<file path="src/sv/wp_pkg.sv">
// wp_pkg: shared types and constants for the 1-D window pooling block.
// Holds default parameter values, configuration register indexes, the sequencer
// state type and the divider status struct. No dependencies.
package wp_pkg;

  localparam int KERNEL_MAX_DEF  = 32;
  localparam int COLUMN_MAX_DEF  = 65536;
  localparam int SAMPLE_BITS_DEF = 16;

  // A single request yields at most this many results.
  localparam int RESULTS_CAP = 32;

  localparam int CFG_IDX_W  = 2;
  localparam int CFG_DATA_W = 6;
  localparam int KERNEL_W   = 6;
  localparam int PAD_W      = 5;
  localparam int POOLED_W   = 16;
  localparam int POSITION_W = 16;

  localparam logic [CFG_IDX_W-1:0] CFG_KERNEL_SIZE = 2'd0;
  localparam logic [CFG_IDX_W-1:0] CFG_PAD_LEFT    = 2'd1;
  localparam logic [CFG_IDX_W-1:0] CFG_MAX_MODE    = 2'd2;

  typedef enum logic [3:0] {
    ST_IDLE,
    ST_CHECK,
    ST_START,
    ST_WALK,
    ST_DRAIN,
    ST_DIV_GO,
    ST_DIV_WAIT,
    ST_DONE,
    ST_LOAD,
    ST_FINISH
  } wp_state_e;

  typedef struct packed {
    logic busy;
    logic done;
  } wp_div_stat_t;

endpackage

</file>
<file path="src/sv/wp_ram.sv">
// wp_ram: generic single-write, single-read RAM with registered read data.
// No package dependencies.
module wp_ram #(
  parameter int WIDTH = 16,
  parameter int DEPTH = 32
) (
  input  logic                     clk_i,
  input  logic                     we_i,
  input  logic [$clog2(DEPTH)-1:0] waddr_i,
  input  logic [WIDTH-1:0]         wdata_i,
  input  logic                     re_i,
  input  logic [$clog2(DEPTH)-1:0] raddr_i,
  output logic [WIDTH-1:0]         rdata_o
);

  logic [WIDTH-1:0] mem_q [DEPTH];
  logic [WIDTH-1:0] rdata_q;

  always_ff @(posedge clk_i) begin
    if (we_i) begin
      mem_q[waddr_i] <= wdata_i;
    end
    if (re_i) begin
      rdata_q <= mem_q[raddr_i];
    end
  end

  assign rdata_o = rdata_q;

endmodule

</file>
<file path="src/sv/wp_div.sv">
// wp_div: restoring unsigned divider, one quotient bit per cycle.
// Depends on wp_pkg for the status struct.
module wp_div #(
  parameter int DIVIDEND_W = 22,
  parameter int DIVISOR_W  = 6
) (
  input  logic                    clk_i,
  input  logic                    rst_ni,
  input  logic                    start_i,
  input  logic [DIVIDEND_W-1:0]   dividend_i,
  input  logic [DIVISOR_W-1:0]    divisor_i,
  output logic [DIVIDEND_W-1:0]   quotient_o,
  output wp_pkg::wp_div_stat_t    stat_o
);
  import wp_pkg::*;

  localparam int CNT_W = $clog2(DIVIDEND_W);

  logic                  busy_q, busy_d;
  logic                  done_q, done_d;
  logic [CNT_W-1:0]      cnt_q, cnt_d;
  logic [DIVISOR_W-1:0]  rem_q, rem_d;
  logic [DIVISOR_W-1:0]  dvs_q, dvs_d;
  logic [DIVIDEND_W-1:0] quo_q, quo_d;
  logic [DIVISOR_W:0]    trial;
  logic                  fits;

  // Shift the next dividend bit into the partial remainder and try a subtract.
  assign trial = {rem_q, quo_q[DIVIDEND_W-1]};
  assign fits  = trial >= {1'b0, dvs_q};

  always_comb begin
    busy_d = busy_q;
    done_d = 1'b0;
    cnt_d  = cnt_q;
    rem_d  = rem_q;
    dvs_d  = dvs_q;
    quo_d  = quo_q;
    if (start_i) begin
      busy_d = 1'b1;
      cnt_d  = '0;
      rem_d  = '0;
      dvs_d  = divisor_i;
      quo_d  = dividend_i;
    end else if (busy_q) begin
      rem_d = fits ? DIVISOR_W'(trial - {1'b0, dvs_q}) : trial[DIVISOR_W-1:0];
      quo_d = {quo_q[DIVIDEND_W-2:0], fits};
      cnt_d = cnt_q + CNT_W'(1);
      if (cnt_q == CNT_W'(DIVIDEND_W - 1)) begin
        busy_d = 1'b0;
        done_d = 1'b1;
      end
    end
  end

  always_ff @(posedge clk_i or negedge rst_ni) begin
    if (!rst_ni) begin
      busy_q <= 1'b0;
      done_q <= 1'b0;
      cnt_q  <= '0;
    end else begin
      busy_q <= busy_d;
      done_q <= done_d;
      cnt_q  <= cnt_d;
    end
  end

  always_ff @(posedge clk_i) begin
    rem_q <= rem_d;
    dvs_q <= dvs_d;
    quo_q <= quo_d;
  end

  assign quotient_o  = quo_q;
  assign stat_o.busy = busy_q;
  assign stat_o.done = done_q;

endmodule

</file>
<file path="src/sv/window_pool_1d.sv">
// window_pool_1d: same-length 1-D max or average pooling over a sample column.
// Each result walks its window tap by tap through the single history read port and, in
// average mode, then runs the bit-serial divider (ACC_W = 22 at defaults); each request
// also passes states to accept, check and finish. A new request is taken only in idle,
// once the current one has loaded its last result and finished.
// Reset (async, active low) clears control state and loads kernel 1, pad 0, average mode.
module window_pool_1d #(
  parameter int KERNEL_MAX  = wp_pkg::KERNEL_MAX_DEF,
  parameter int COLUMN_MAX  = wp_pkg::COLUMN_MAX_DEF,
  parameter int SAMPLE_BITS = wp_pkg::SAMPLE_BITS_DEF
) (
  input  logic                          clk_i,
  input  logic                          rst_ni,
  // configuration write port
  input  logic                          cfg_we_i,
  input  logic [wp_pkg::CFG_IDX_W-1:0]  cfg_idx_i,
  input  logic [wp_pkg::CFG_DATA_W-1:0] cfg_data_i,
  // sample requests
  input  logic                          in_valid_i,
  output logic                          in_stall_o,
  input  logic signed [SAMPLE_BITS-1:0] sample_i,
  input  logic                          column_last_i,
  // pooled results
  output logic                          out_valid_o,
  input  logic                          out_stall_i,
  output logic signed [wp_pkg::POOLED_W-1:0]  pooled_o,
  output logic [wp_pkg::POSITION_W-1:0] position_o,
  output logic                          run_end_o,
  output logic                          column_end_o
);
  import wp_pkg::*;

  // Widths derived from the parameters.
  localparam int AW     = $clog2(KERNEL_MAX);        // history slot index
  localparam int KW     = $clog2(KERNEL_MAX + 1);    // effective kernel size
  localparam int PW     = $clog2(KERNEL_MAX);        // effective pad
  localparam int CW     = $clog2(COLUMN_MAX + 1);    // column counters
  localparam int SI_W   = CW + 2;                    // signed sample index in a window
  localparam int SUM_W  = ((CW > KW) ? CW : KW) + 1; // window-complete compare
  localparam int ACC_W  = SAMPLE_BITS + $clog2(KERNEL_MAX) + 1;
  localparam int CAP_W  = $clog2(RESULTS_CAP + 1);

  // ---------------------------------------------------------------------------
  // Configuration registers and their saturated views
  // ---------------------------------------------------------------------------
  logic [KERNEL_W-1:0] kern_q;
  logic [PAD_W-1:0]    pad_q;
  logic                max_q;
  logic [KW-1:0]       kern_eff;
  logic [PW-1:0]       pad_eff;

  always_ff @(posedge clk_i or negedge rst_ni) begin
    if (!rst_ni) begin
      kern_q <= KERNEL_W'(1);
      pad_q  <= '0;
      max_q  <= 1'b0;
    end else if (cfg_we_i) begin
      case (cfg_idx_i)
        CFG_KERNEL_SIZE: kern_q <= cfg_data_i[KERNEL_W-1:0];
        CFG_PAD_LEFT:    pad_q  <= cfg_data_i[PAD_W-1:0];
        CFG_MAX_MODE:    max_q  <= cfg_data_i[0];
        default: ;
      endcase
    end
  end

  // Zero kernel acts as one; clamp kernel and pad to what history can hold.
  always_comb begin
    if (kern_q == '0) begin
      kern_eff = KW'(1);
    end else if (32'(kern_q) > 32'(KERNEL_MAX)) begin
      kern_eff = KW'(KERNEL_MAX);
    end else begin
      kern_eff = KW'(kern_q);
    end
    if (32'(pad_q) > 32'(KERNEL_MAX - 1)) begin
      pad_eff = PW'(KERNEL_MAX - 1);
    end else begin
      pad_eff = PW'(pad_q);
    end
  end

  // ---------------------------------------------------------------------------
  // Sequencer state
  // ---------------------------------------------------------------------------
  wp_state_e state_q, state_d;

  logic [CW-1:0]    ss_q, ss_d;        // samples seen in this column
  logic [CW-1:0]    sent_q, sent_d;    // outputs emitted in this column
  logic [AW-1:0]    wr_slot_q, wr_slot_d;
  logic [AW-1:0]    out_slot_q, out_slot_d;
  logic [CAP_W-1:0] cnt_q, cnt_d;      // results of the current request
  logic             last_q, last_d;
  logic             pend_q, pend_d;    // a computed result waits for the output register
  logic             next_ok_q, next_ok_d;

  logic [AW-1:0]    rd_addr_q, rd_addr_d;
  logic signed [SI_W-1:0] si_q, si_d;
  logic [KW-1:0]    k_q, k_d;

  logic             tap_vld_q, tap_in_q, tap_first_q;

  logic signed [ACC_W-1:0] acc_q, acc_d;
  logic [SAMPLE_BITS-1:0]  res_q, res_d;
  logic [CW-1:0]           pend_pos_q, pend_pos_d;
  logic                    pend_col_q, pend_col_d;

  logic                    out_valid_q, out_valid_d;
  logic [POOLED_W-1:0]     pooled_q, pooled_d;
  logic [POSITION_W-1:0]   position_q, position_d;
  logic                    run_end_q, run_end_d;
  logic                    col_end_q, col_end_d;

  logic in_acc;
  logic out_acc;
  logic out_free;
  logic can_emit;
  logic tap_in_d;
  logic ram_re;
  logic div_start;

  logic [SAMPLE_BITS-1:0]  ram_rdata;
  logic signed [ACC_W-1:0] tap_val;
  logic [ACC_W-1:0]        acc_mag;
  logic [ACC_W-1:0]        quotient;
  logic [ACC_W-1:0]        avg_val;
  logic [AW:0]             start_wrap;
  logic [AW-1:0]           start_addr;
  logic [31:0]             pos_wide;
  logic [31:0]             pool_wide;
  wp_div_stat_t            div_stat;

  assign in_stall_o = (state_q != ST_IDLE);
  assign in_acc     = in_valid_i && !in_stall_o;
  assign out_acc    = out_valid_q && !out_stall_i;
  assign out_free   = !out_valid_q || !out_stall_i;

  // Next output exists once its window is complete, or the column has ended;
  // the per-request cap holds the rest back.
  assign can_emit = (32'(cnt_q) < 32'(RESULTS_CAP)) && (sent_q < ss_q) &&
                    (last_q ||
                     (SUM_W'(sent_q) + SUM_W'(kern_eff) <= SUM_W'(ss_q) + SUM_W'(pad_eff)));

  // First slot of the window: output slot minus pad, wrapped into history.
  assign start_wrap = {1'b0, out_slot_q} + (AW + 1)'(KERNEL_MAX) - (AW + 1)'(pad_eff);
  assign start_addr = (32'(out_slot_q) >= 32'(pad_eff)) ?
                      AW'(out_slot_q - AW'(pad_eff)) : start_wrap[AW-1:0];

  // Padding and not-yet-seen positions read as zero.
  assign tap_in_d = (si_q >= 0) && (si_q < $signed(SI_W'(ss_q)));
  assign tap_val  = tap_in_q ? ACC_W'($signed(ram_rdata)) : '0;

  assign acc_mag = acc_q[ACC_W-1] ? ACC_W'(-acc_q) : ACC_W'(acc_q);
  assign avg_val = acc_q[ACC_W-1] ? ACC_W'(~quotient + ACC_W'(1)) : quotient;

  assign ram_re    = (state_q == ST_WALK);
  assign div_start = (state_q == ST_DIV_GO);

  assign pos_wide  = 32'(pend_pos_q);
  assign pool_wide = 32'(res_q);

  always_comb begin
    state_d     = state_q;
    ss_d        = ss_q;
    sent_d      = sent_q;
    wr_slot_d   = wr_slot_q;
    out_slot_d  = out_slot_q;
    cnt_d       = cnt_q;
    last_d      = last_q;
    pend_d      = pend_q;
    next_ok_d   = next_ok_q;
    rd_addr_d   = rd_addr_q;
    si_d        = si_q;
    k_d         = k_q;
    acc_d       = acc_q;
    res_d       = res_q;
    pend_pos_d  = pend_pos_q;
    pend_col_d  = pend_col_q;
    out_valid_d = out_valid_q && !out_acc;
    pooled_d    = pooled_q;
    position_d  = position_q;
    run_end_d   = run_end_q;
    col_end_d   = col_end_q;

    // Fold the tap read in the previous cycle into the accumulator.
    if (tap_vld_q) begin
      if (tap_first_q) begin
        acc_d = tap_val;
      end else if (max_q) begin
        acc_d = (tap_val > acc_q) ? tap_val : acc_q;
      end else begin
        acc_d = acc_q + tap_val;
      end
    end

    case (state_q)
      ST_IDLE: begin
        if (in_acc) begin
          // Store the sample and decide whether it closes the column.
          ss_d      = ss_q + CW'(1);
          wr_slot_d = (wr_slot_q == AW'(KERNEL_MAX - 1)) ? '0 : wr_slot_q + AW'(1);
          last_d    = column_last_i || (ss_q + CW'(1) == CW'(COLUMN_MAX));
          cnt_d     = '0;
          state_d   = ST_CHECK;
        end
      end
      ST_CHECK: begin
        if (pend_q) begin
          // The check now tells whether the pending result ends the run.
          next_ok_d = can_emit;
          state_d   = ST_LOAD;
        end else if (can_emit) begin
          state_d = ST_START;
        end else begin
          state_d = ST_FINISH;
        end
      end
      ST_START: begin
        rd_addr_d = start_addr;
        si_d      = $signed(SI_W'(sent_q)) - $signed(SI_W'(pad_eff));
        k_d       = '0;
        state_d   = ST_WALK;
      end
      ST_WALK: begin
        // Advance one tap per cycle through the single read port.
        rd_addr_d = (rd_addr_q == AW'(KERNEL_MAX - 1)) ? '0 : rd_addr_q + AW'(1);
        si_d      = si_q + SI_W'(1);
        k_d       = k_q + KW'(1);
        if (k_q == kern_eff - KW'(1)) begin
          state_d = ST_DRAIN;
        end
      end
      ST_DRAIN: begin
        state_d = max_q ? ST_DONE : ST_DIV_GO;
      end
      ST_DIV_GO: begin
        state_d = ST_DIV_WAIT;
      end
      ST_DIV_WAIT: begin
        if (div_stat.done) begin
          state_d = ST_DONE;
        end
      end
      ST_DONE: begin
        res_d      = max_q ? acc_q[SAMPLE_BITS-1:0] : avg_val[SAMPLE_BITS-1:0];
        pend_pos_d = sent_q;
        pend_col_d = last_q && (sent_q + CW'(1) == ss_q);
        pend_d     = 1'b1;
        sent_d     = sent_q + CW'(1);
        out_slot_d = (out_slot_q == AW'(KERNEL_MAX - 1)) ? '0 : out_slot_q + AW'(1);
        cnt_d      = cnt_q + CAP_W'(1);
        state_d    = ST_CHECK;
      end
      ST_LOAD: begin
        // Hold until the output register frees up, then hand the result over.
        if (out_free) begin
          out_valid_d = 1'b1;
          pooled_d    = pool_wide[POOLED_W-1:0];
          position_d  = pos_wide[POSITION_W-1:0];
          run_end_d   = !next_ok_q;
          col_end_d   = pend_col_q;
          pend_d      = 1'b0;
          state_d     = next_ok_q ? ST_START : ST_FINISH;
        end
      end
      ST_FINISH: begin
        // Drop the column counters at the column end; history is kept.
        if (last_q) begin
          ss_d       = '0;
          sent_d     = '0;
          wr_slot_d  = '0;
          out_slot_d = '0;
        end
        state_d = ST_IDLE;
      end
      default: begin
        state_d = ST_IDLE;
      end
    endcase
  end

  always_ff @(posedge clk_i or negedge rst_ni) begin
    if (!rst_ni) begin
      state_q     <= ST_IDLE;
      ss_q        <= '0;
      sent_q      <= '0;
      wr_slot_q   <= '0;
      out_slot_q  <= '0;
      cnt_q       <= '0;
      last_q      <= 1'b0;
      pend_q      <= 1'b0;
      next_ok_q   <= 1'b0;
      tap_vld_q   <= 1'b0;
      out_valid_q <= 1'b0;
    end else begin
      state_q     <= state_d;
      ss_q        <= ss_d;
      sent_q      <= sent_d;
      wr_slot_q   <= wr_slot_d;
      out_slot_q  <= out_slot_d;
      cnt_q       <= cnt_d;
      last_q      <= last_d;
      pend_q      <= pend_d;
      next_ok_q   <= next_ok_d;
      tap_vld_q   <= ram_re;
      out_valid_q <= out_valid_d;
    end
  end

  always_ff @(posedge clk_i) begin
    rd_addr_q   <= rd_addr_d;
    si_q        <= si_d;
    k_q         <= k_d;
    tap_in_q    <= tap_in_d;
    tap_first_q <= (k_q == '0);
    acc_q       <= acc_d;
    res_q       <= res_d;
    pend_pos_q  <= pend_pos_d;
    pend_col_q  <= pend_col_d;
    pooled_q    <= pooled_d;
    position_q  <= position_d;
    run_end_q   <= run_end_d;
    col_end_q   <= col_end_d;
  end

  assign out_valid_o  = out_valid_q;
  assign pooled_o     = pooled_q;
  assign position_o   = position_q;
  assign run_end_o    = run_end_q;
  assign column_end_o = col_end_q;

  // ---------------------------------------------------------------------------
  // History memory and the shared divider
  // ---------------------------------------------------------------------------
  wp_ram #(
    .WIDTH (SAMPLE_BITS),
    .DEPTH (KERNEL_MAX)
  ) u_history (
    .clk_i   (clk_i),
    .we_i    (in_acc),
    .waddr_i (wr_slot_q),
    .wdata_i (sample_i),
    .re_i    (ram_re),
    .raddr_i (rd_addr_q),
    .rdata_o (ram_rdata)
  );

  wp_div #(
    .DIVIDEND_W (ACC_W),
    .DIVISOR_W  (KW)
  ) u_div (
    .clk_i      (clk_i),
    .rst_ni     (rst_ni),
    .start_i    (div_start),
    .dividend_i (acc_mag),
    .divisor_i  (kern_eff),
    .quotient_o (quotient),
    .stat_o     (div_stat)
  );

  // ---------------------------------------------------------------------------
  // Assertions
  // ---------------------------------------------------------------------------
  a_sent_le_seen: assert property (@(posedge clk_i) disable iff (!rst_ni)
    sent_q <= ss_q)
    else $error("more outputs emitted than samples seen");

  a_cap: assert property (@(posedge clk_i) disable iff (!rst_ni)
    32'(cnt_q) <= 32'(RESULTS_CAP))
    else $error("result count over the per-request cap");

  a_col_end_run_end: assert property (@(posedge clk_i) disable iff (!rst_ni)
    out_valid_o && column_end_o |-> run_end_o)
    else $error("column end without run end");

  a_no_pend_on_accept: assert property (@(posedge clk_i) disable iff (!rst_ni)
    in_acc |-> !pend_q)
    else $error("request taken while a result is still pending");

  a_div_runs: assert property (@(posedge clk_i) disable iff (!rst_ni)
    div_start |=> div_stat.busy)
    else $error("divider did not start");

endmodule
</file>
<file path="config.mk">
export PLATFORM = sky130hd
export DESIGN_NAME = window_pool_1d
export DESIGN_NICKNAME = d
export VERILOG_FILES = /design/src/sv/wp_pkg.sv /design/src/sv/wp_ram.sv /design/src/sv/wp_div.sv /design/src/sv/window_pool_1d.sv
export SDC_FILE = /design/constraint.sdc
export NUM_CORES = 1
export LEC_CHECK = 0
export BUFFER_PORTS_ARGS = -buffer_cell sky130_fd_sc_hd__buf_2
export CAP_MARGIN = 10
export CORE_ASPECT_RATIO = 0.5
export CORE_MARGIN = 10
export CORE_UTILIZATION = 35
export DETAILED_ROUTE_END_ITERATION = 6
export GPL_ROUTABILITY_DRIVEN = 0
export GPL_TIMING_DRIVEN = 0
export PLACE_DENSITY = 0.52
export REMOVE_ABC_BUFFERS = 1
export SYNTH_ARGS = -nofsm -noshare
export SYNTH_HDL_FRONTEND = slang
export SYNTH_SLANG_ARGS = --single-unit
export TNS_END_PERCENT = 1
</file>
<file path="constraint.sdc">
create_clock -name clk_i -period 4.2 [get_ports clk_i]
set_input_delay 0.84 -clock clk_i [delete_from_list [all_inputs] [get_ports clk_i]]
set_output_delay 0.84 -clock clk_i [all_outputs]
set_load 0.01 [all_outputs]
</file>
# Word-level counts from Yosys, hierarchy flattened
# Memory sizes are Yosys's and may differ from the RTL's. A register that Yosys moved wholly into a read port is not among the register bits.
# Index checks and enable logic that the tools add are counted.
[totals]
input_bits = 30
latch_bits = 0
elab_cells = 178
romBits = 0
out_inout_bits = 36
n_memories = 1
ramBits = 512
regBits = 233
[memory_table]
columns = ["name", "words", "width", "read_ports", "rd_ports_with_merged_regs", "wr", "line_no", "text"]
rows = [
  ["u_history.mem_q", 32, 16, 1, 1, 1, "wp_ram.sv:16", "logic [WIDTH-1:0] mem_q [DEPTH];"],
]
[op_classes]
div = 0
mul = 0
shifts = 0
bitwise = 1
reduce_logical = 38
n_mux = 52
eq_ne = 24
order_cmp = 9
add_sub_neg = 20
[ops]
columns = ["operator", "n"]
rows = [
  ["22-bit two-way mux", 7],
  ["17-bit one-hot mux with 2 select lines", 2],
  ["5-bit two-way mux", 8],
  ["19-bit one-hot mux with 2 select lines", 1],
  ["4-bit one-hot mux with 9 select lines", 1],
  ["17-bit by 1-bit adder with 17-bit output, second input constant", 2],
  ["17-bit two-way mux", 2],
  ["16-bit two-way mux", 2],
  ["5-bit one-hot mux with 2 select lines", 3],
  ["4-bit two-way mux", 7],
  ["5-bit by 1-bit adder with 5-bit output, second input constant", 5],
  ["6-bit two-way mux", 4],
  ["6-bit one-hot mux with 2 select lines", 2],
  ["22-bit adder", 1],
  ["22-bit > comparator", 1],
  ["22-bit negator", 1],
  ["5-bit == test, second input constant", 4],
  ["2-bit AND reduction", 10],
  ["19-bit by 2-bit adder with 19-bit output, second input constant", 1],
  ["19-bit by 1-bit >= comparator with 1-bit output, second input constant", 1],
  ["19-bit by 18-bit < comparator with 1-bit output", 1],
  ["17-bit by 5-bit adder with 18-bit output", 1],
  ["17-bit by 6-bit adder with 18-bit output", 1],
  ["18-bit <= comparator", 1],
  ["37 further kinds", 75],
]

# Depth between registers and ports, before layout
# Gate-level depths: netlist (run 1).
[depth]
word_depth = 10
mapped_depth = 23
depth_no_buf = 23

# Cells and area by module
# A second synthesis (run 1) with hierarchy kept.
[unflattened]
cells_unflattened = 2804
hier_area_um2 = 36628.9
[by_module_without_submodules]
columns = ["mod", "cells_per_inst", "area_per_inst_um2", "instances", "seq_area_each_um2"]
rows = [
  ["wp_ram", 1143, 20694.8, 1, 15855.2],
  ["window_pool_1d", 1502, 13903.3, 1, 5391.4],
  ["wp_div", 159, 2030.7, 1, 1136.1],
]

# Worst setup path after synthesis (run 1)
# No wires, ideal clock.
[synth_path]
path_kind = "flip-flop to flip-flop"
start = "register kern_q[1]"
end = "register state_q[0]"
synth_period_minus_slack_ns = 4.095
path_slack_ns = 0.105
arrival_ns = 3.971
t_required_ns = 4.076
setup_time_ns = 0.124
path_stages_with_launch = 23
n_path_buf = 0
path_cell_list = "dfrtp_1 nor4_1 o21bai_1 inv_1 ha_1 inv_1 fa_1 inv_1 a21oi_1 o21bai_1 a21o_1 a21oi_1 or2_2 nor2_1 xor2_1 ha_1 nand4_1 nor4_1 nand2_1 o21ai_0 a311oi_1 or3_1 a211o_1"
[synth_via]
elab_chain_cells = 10
elab_cells_between_ends = 15
classes_between = "add/sub (2); order compare (2); eq/ne (2); mux (5); reduce/logical (4)"
[synth_lines]
columns = ["element", "line_no", "text"]
rows = [
  ["start, declared", "window_pool_1d.sv:46", "logic [KERNEL_W-1:0] kern_q;"],
  ["start signal, assigned", "window_pool_1d.sv:59", "CFG_KERNEL_SIZE: kern_q <= cfg_data_i[KERNEL_W-1:0];"],
  ["6-bit > comparator", "window_pool_1d.sv:71", "end else if (32'(kern_q) > 32'(KERNEL_MAX)) begin"],
  ["6-bit two-way mux", "window_pool_1d.sv:71", ""],
  ["6-bit two-way mux *", "window_pool_1d.sv:69", "if (kern_q == '0) begin"],
  ["named net kern_eff[0]", "window_pool_1d.sv:49", "logic [KW-1:0] kern_eff;"],
  ["17-bit by 6-bit adder with 18-bit output", "window_pool_1d.sv:142", "(SUM_W'(sent_q) + SUM_W'(kern_eff) <= SUM_W'(ss_q) + SUM_W'(pad_eff)));"],
  ["18-bit <= comparator", "window_pool_1d.sv:142", ""],
  ["1-bit logical OR", "window_pool_1d.sv:141", "(last_q ||"],
  ["1-bit logical AND", "window_pool_1d.sv:140", "assign can_emit = (32'(cnt_q) < 32'(RESULTS_CAP)) && (sent_q < ss_q) &&"],
  ["4-bit two-way mux", "window_pool_1d.sv:212", "end else if (can_emit) begin"],
  ["4-bit two-way mux", "window_pool_1d.sv:208", "if (pend_q) begin"],
  ["4-bit one-hot mux with 9 select lines", "window_pool_1d.sv:196", "case (state_q)"],
  ["end signal, assigned", "window_pool_1d.sv:296", "state_q <= state_d;"],
  ["end, declared", "window_pool_1d.sv:86", "wp_state_e state_q, state_d;"],
]
# Mark *: on every way through the listed nets, which the timed path passes. The rest lies on a longest branch.
# A chain may end at the register's enable or synchronous reset.

# Worst setup path in the final report (run 1)
[layout_path]
start = "register kern_q[4]"
end = "register state_q[0]"
# Same word-level chain as after synthesis.

==> reports/qor.yml, run 1 <==
cts_buffer_depth: 3
h-tree-depth: 3
drv_cap: 0
crit_required_ns: 4.74
die_h_um: 247
drive_gt1_share_pct: 14.0
coreArea_um2: 102000
ant_nets: 0
finalSetupViolCount: 1
antenna_found_initial: 4
drc: 0
yosysSeqAreaShare_pct: 62.1
synth-edff-count: 675
numPortBuffers: 65
syn_inst: 2756
cp_max_fo: 4
num_vias: 22300
violations: "negative setup slack"
path_class: "reg -> reg"
grt.total_usage_pct: 15.0
viasPerCell: 5.22
synth_cell_types: 78
boundaryPins: 66
worst_ep_arrival_time_ns: 4.76
switching_share_pct: 32.3
fin_crit_sh_pct: 101
drtIter0Drc: 1855
ir_worst_vdd_uv: 350
setup_slack_ns: -0.0211
initial_utilization_pct: 35.2
row_count: 83
grt_pass1_wl_um: 136000
report.power.total_w: 0.0232
hold_violations: 0
skew_ns: 0.0217
die_w_um: 474
tightest_slew_ns: 1.17
wire_per_inst_um: 20.7
syn_avg_cell_area_um2: 13.1
dpl.hpwl_um: 60200
leakagePower_nw: 15.1
intPower_w: 0.0157
ys_warn_count: 0
cts_tree: "yes"
grt_setup_unrepaired: "true"
worstSetupStartpointType: "flop"
hold_path_class: "in -> async"
grt_max_degree: 65
dieArea_um2: 117000
drv_slew: 0
final_nets: 3024
routed_wl_um: 88400
ys_async_sr_fraction_pct: 10.2
syn2layout_area_growth_pct: 16.4
p_per_area_nw_per_um2: 552
cts-root-buf: "clkbuf_16"
ys_ff_latch: 761
combPwrFrac_pct: 28.2
dr.pass1.iters: 5
fin_crit_ns: 4.22
overflow: 0
p_sw_w: 0.00747
synth_ff_type: "edfxtp_1"
clock_sinks: 761
insertion_delay_ns: 0.66
relSlewSlack_pct: 21.7
p_clk_share_pct: 29.1
clk_pin_slew_ns: 0.07
numCtsBuffers: 77
grt_pass1_vias: 22200
power_frac_seq_pct: 42.6
placed_cell_area_um2: 39300
worstRegToRegCells: 21
syn_area_um2: 36000
status: "finished with violations"
ff2ff_setup_slack_ns: -0.02
crit_path_end_kind: "flop"
fin_area_um2: 41900
max_freq_mhz: 237
-- synth_stat cells, drive strengths merged (51+ instances only) --
master	count	area share, %
o21ai	207	2.9
nor2	231	2.4
ha	141	4.9
mux4	64	4.0
dfrtp	77	5.3
xnor2	105	2.6
mux2i	136	3.8
inv	107	1.1
a21oi	123	1.7
clkbuf	93	0.97
nand3	51	0.71
edfxtp	675	56
nand2	224	2.3
-- final cells by class --
class                   instances  area [µm²]
multi-input cells            1752       12900
clock buffers                  94        2040
fillers                      9471       60500
repair buffers                147        2070
inverters                     108         405
clock inverters                49         415
flip-flops and latches        761       22400
well taps                    1360        1700
diodes                          2        5.00
-- path summary, 6_finish.rpt --
kind                           start            to
max reg2reg                kern_q[4]    state_q[0]
max in group asynchronous     rst_ni  u_div.busy_q
min                           rst_ni  wr_slot_q[2]
max                        kern_q[4]    state_q[0]
min in group clk_i          res_q[3]   pooled_o[3]
min reg2reg                 res_q[3]   pooled_o[3]
-- power by group through the flow --
| stage | clock network [W] | logic [W] | registers [W] |
|---|---|---|---|
| 2_1_floorplan | 0 | 0.00414 | 0.0101 |
| 3_3_place_gp | 0 | 0.00548 | 0.0105 |
| 3_5_place_dp | 0 | 0.00646 | 0.0101 |
| 4_1_cts | 0.00693 | 0.00656 | 0.00989 |
| 5_1_grt | 0.00722 | 0.00730 | 0.00997 |
| 6_report | 0.00675 | 0.00653 | 0.00987 |
-- timing repair --
item | 4_1_cts | 5_1_grt
pin swaps | 10 | 0
hold buffers | 0 | 0
buffers inserted | 8 | 0
resized for setup | 15 | 6
setup endpoints to repair | 15 | 4
-- cell usage in the layout, fill, tap and decap left out, types with 22 or more instances in the layout --
cell / synthesis / routed
a21oi_1: 123 / 117
clkbuf_16: 0 / 79
nand4_1: 30 / 30
edfxtp_1: 675 / 675
buf_8: 0 / 25
nand2_1: 223 / 221
o31ai_1: 22 / 22
xor2_1: 49 / 49
ha_1: 141 / 140
buf_16: 0 / 45
dfrtp_1: 77 / 75
o21ai_0: 153 / 149
inv_1: 106 / 103
mux2i_1: 136 / 136
nor3_1: 35 / 34
nand3_1: 51 / 51
o221ai_1: 49 / 49
mux4_2: 64 / 64
buf_2: 24 / 64
o21ai_1: 53 / 55
nor2_2: 0 / 34
nor2_1: 229 / 195
xnor2_1: 105 / 105
-- routing by layer --
layer  track usage [%]  wire (µm)  up-vias
met5                 0         35        -
met4              3.51       1800        8
met3              2.83       3760      133
met2              24.0      40400      401
met1              21.0      42400    11300
li1                  -          -    10500
-- critical path, stage by stage, from the launching register on --
cell,delay (ns)
dfrtp_1,0.41
nor4_4,0.29
o21bai_2,0.12
inv_2,0.09
ha_4,0.13
inv_1,0.05
fa_2,0.35
inv_1,0.06
a21oi_1,0.05
o21bai_1,0.20
a21o_1,0.19
a21oi_4,0.08
nor2_1,0.13
xor2_1,0.17
ha_1,0.26
a21o_1,0.19
a21oi_2,0.16
o211ai_1,0.12
o21ai_1,0.21
a311oi_1,0.14
or3_4,0.43
a211o_1,0.27
-- metrics by stage --
| step | TNS [ns] | setup WS (ns) | utilization (%) | hold slack (ns) | cells |
|---|---|---|---|---|---|
| final | -0.0211 | -0.0211 | 40.9 | 0.150 | 4273 |
| after floorplan | -79.58 | -3.81 | - | 0.400 | 2621 |
| after global routing | -0.942 | -0.277 | 40.9 | 0.158 | 4271 |
| after CTS | -0.0146 | -0.0146 | 40.9 | 0.135 | 4268 |
| after global placement | -377.45 | -7.50 | 36.6 | 0.404 | 4046 |
| after detailed placement | -2.88 | -0.771 | 38.3 | 0.405 | 4117 |
-- state kept, by name, summed over array words and instances (netlist names), 16 cells and up --
| register | flops |
|---|---|
| acc_q | 22 |
| pend_pos_q | 16 |
| pooled_o | 16 |
| position_o | 16 |
| res_q | 16 |
| sent_q | 17 |
| si_q | 19 |
| ss_q | 17 |
| u_div.quotient_o | 22 |
| u_history.mem_q | 512 |
| u_history.rdata_o | 16 |
-- cells by family after synthesis --
| family | Yosys count | synth area share [%] |
|---|---|---|
| mux | 213 | 8.19 |
| flops | 761 | 62.1 |
| simple gates | 715 | 9.22 |
| fa+ha+maj | 147 | 5.23 |
| compound gates | 523 | 8.87 |
| buf+inv | 243 | 2.63 |
| xor+xnor | 154 | 3.74 |
Power figures use the tool's default switching activity.
==> inputs of run 2 (changes only) <==
- ABC_AREA: default -> 1
- CORE_UTILIZATION: 35 -> 28
- PLACE_DENSITY: 0.52 -> 0.44
- REMOVE_ABC_BUFFERS: 1 -> default
==> run 2 against run 1 <==
Against the previous run:
- the flow now finishes without violations
- non-clock buffer count up 85
- via count rose by 25%
- flip-flop and latch count unchanged
==> reports/qor.yml, run 2 <==
status: "finished, final reports clean"
path_class: "reg -> reg"
drive_gt1_share_pct: 9.50
crit_required_ns: 4.80
syn-num-nets: 3803
pre_cts_ws_ns: -0.0746
syn2layout_area_growth_pct: 16.2
ys_warn_count: 0
grt.total_usage_pct: 16.6
drv_cap: 0
cp_max_fo: 5
finalSetupViolCount: 0
drc: 0
yosysTopAreaCellShare_pct: 54.9
worstRegToRegCells: 26
largest_reg_flops: 512
dieArea_um2: 148000
dr.pass1.iters: 5
die_h_um: 277
dpl.hpwl_um: 89700
top_register: "u_history.mem_q"
final_common_cell: "edfxtp_1"
fin_area_um2: 42900
dp_cells: 5492
routed_wl_um: 127000
placed_cell_area_um2: 40200
grt_max_degree: 43
setup_slack_ns: 0.367
synth_ff_type: "edfxtp_1"
p_per_area_nw_per_um2: 577
ys_ff_latch: 761
syn_inst: 3626
drv_slew: 0
hold_violations: 0
insertion_delay_ns: 0.69
crit_path_end_kind: "flop"
r2r-end: "state_q[0]"
max_freq_mhz: 261
worst_ep_arrival_time_ns: 4.44
syn_area_um2: 36900
numCtsBuffers: 81
skew_ns: 0.0445
tightest_slew_ns: 1.15
fin_crit_sh_pct: 91.3
grt_pass1_wl_um: 185000
synth_cell_types: 52
cts_tree: "yes"
synth-edff-count: 675
report.power.total_w: 0.0248
r2r_start: "kern_q[5]"
synth_common_cells: "675 x edfxtp_1, 595 x nand2_1, 519 x nor2_1, 410 x o21ai_0, 284 x inv_1"
num_vias: 27900
yosysSeqAreaShare_pct: 60.6
viasPerCell: 4.94
endpoint: "state_q[0]"
cts-root-buf: "clkbuf_16"
diodes: 0
numPortBuffers: 65
finalNonFillerCells: 5641
drtIter0Drc: 2559
initial_utilization_pct: 28.1
die_w_um: 534
final_nets: 3977
grt_pass1_vias: 26900
leakagePower_nw: 16.3
clk_pin_slew_ns: 0.06
coreArea_um2: 131000
final_cell_mix: "675 x edfxtp_1, 593 x nand2_1, 479 x nor2_1, 410 x o21ai_0, 283 x inv_1"
yosysMostFrequentCell: "edfxtp_1"
row_count: 94
ys_async_sr_fraction_pct: 10.2
ff2ff_setup_slack_ns: 0.37
boundaryPins: 66
h-tree-depth: 3
ant_nets: 0
ir_worst_vdd_uv: 335
hold_buffers: 0
wire_per_inst_um: 22.5
syn_avg_cell_area_um2: 10.2
clock_sinks: 761
cp-startpoint: "kern_q[5]"
cts_buffer_depth: 3
hold_path_class: "in -> async"
fin_util_pct: 32.7
antenna_found_initial: 0
relSlewSlack_pct: 23.4
worstSetupStartpointType: "flop"
grt_setup_unrepaired: "false"
ys_top_cells_by_area: "edfxtp_1 55%, nand2_1 6.0%, o21ai_0 5.6%"
overflow: 0
synth_top_cell_by_area: "edfxtp_1"
fin_crit_ns: 3.83
## run 2: changes by cell type in the layout (fill, tap and decap cells not counted), sizes merged, moves of 20 or more
cell	previous run	this run
o22ai	21	164
nor2	231	535
nand3	51	159
clkbuf	94	182
o221ai	49	0
xnor2	105	17
nand2	224	600
nor2b	21	0
inv	108	298
o21ai	207	450
mux2i	136	18
and2	21	1
mux4	64	0
## run 2: kinds of logic (layout without fill, tap and decap cells)
| kind of cell | after synthesis | in the layout | synth area share, % |
|---|---|---|---|
| xor+xnor | 85 | 85 | 2.02 |
| buf+inv | 439 | 678 | 4.88 |
| compound gates | 796 | 796 | 11.6 |
| mux | 18 | 18 | 0.488 |
| flops | 761 | 761 | 60.6 |
| fa+ha+maj | 147 | 147 | 5.10 |
| simple gates | 1380 | 1380 | 15.3 |
## run 2: repair_timing
action,4_1_cts,5_1_grt
endpoints found under the setup margin,4,19
pin swaps,0,2
setup buffers,0,1
gates resized for setup,4,11
## run 2: routing by layer
layer / share of wire [%] / track usage (%)
met5: 0 / 0
met4: 2.5 / 4.60
met3: 5.6 / 2.17
met2: 45 / 26.4
met1: 47 / 23.5
## run 2: power by group
part | internal (W) | leakage, nW | switching (W)
clock | 0.00427 | 1.32 | 0.00318
combinational | 0.00219 | 7.77 | 0.00555
sequential | 0.00908 | 7.22 | 0.000511
## run 2: worst min path at each step
stage	start	to	slack (ns)	cells past startpoint
6_report	rst_ni	sent_q[14]	0.16	1
5_1_grt	rst_ni	sent_q[14]	0.18	1
4_1_cts	rst_ni	sent_q[13]	0.16	1
3_5_place_dp	res_q[13]	pooled_o[13]	0.41	0
3_3_place_gp	res_q[1]	pooled_o[1]	0.40	0
2_1_floorplan	pend_col_q	column_end_o	0.40	0
## run 2: layout make-up
cell class / count / area (µm²)
Clock buffer: 110 / 2210
Fill cell: 13400 / 88300
Multi-Input combinational cell: 2426 / 13000
Buffer: 141 / 684
Clock inverter: 38 / 495
Inverter: 298 / 1120
Tap cell: 1776 / 2220
Timing Repair Buffer: 91 / 866
Sequential cell: 761 / 22400
## run 2: critical path: stages (launching register included)
cell and delay [ns]:
dfrtp_2 0.46, nor2_2 0.13, nand3_2 0.11, nand2_2 0.12, ha_1 0.19, inv_1 0.06, fa_2 0.39, nor3_4 0.18
nor2_1 0.09, nor2_2 0.13, nand2_2 0.12, nor2_2 0.14, nand2_1 0.12, xor2_1 0.16, ha_1 0.29, nand2_1 0.09
nor2_2 0.19, nand3_1 0.11, nor2_1 0.10, o21ai_0 0.09, nand3_1 0.08, nand2_1 0.07, nand2_1 0.11, nand2_1 0.06
nand2_1 0.06, nand2_1 0.06, nand2_1 0.06
## run 2: stage by stage
step                TNS [ns]  hold slack [ns]
floorplan                  0            0.400
global placement      -41.14            0.404
detailed placement    -0.144            0.405
CTS                        0            0.158
global route               0            0.184
finish                     0            0.162
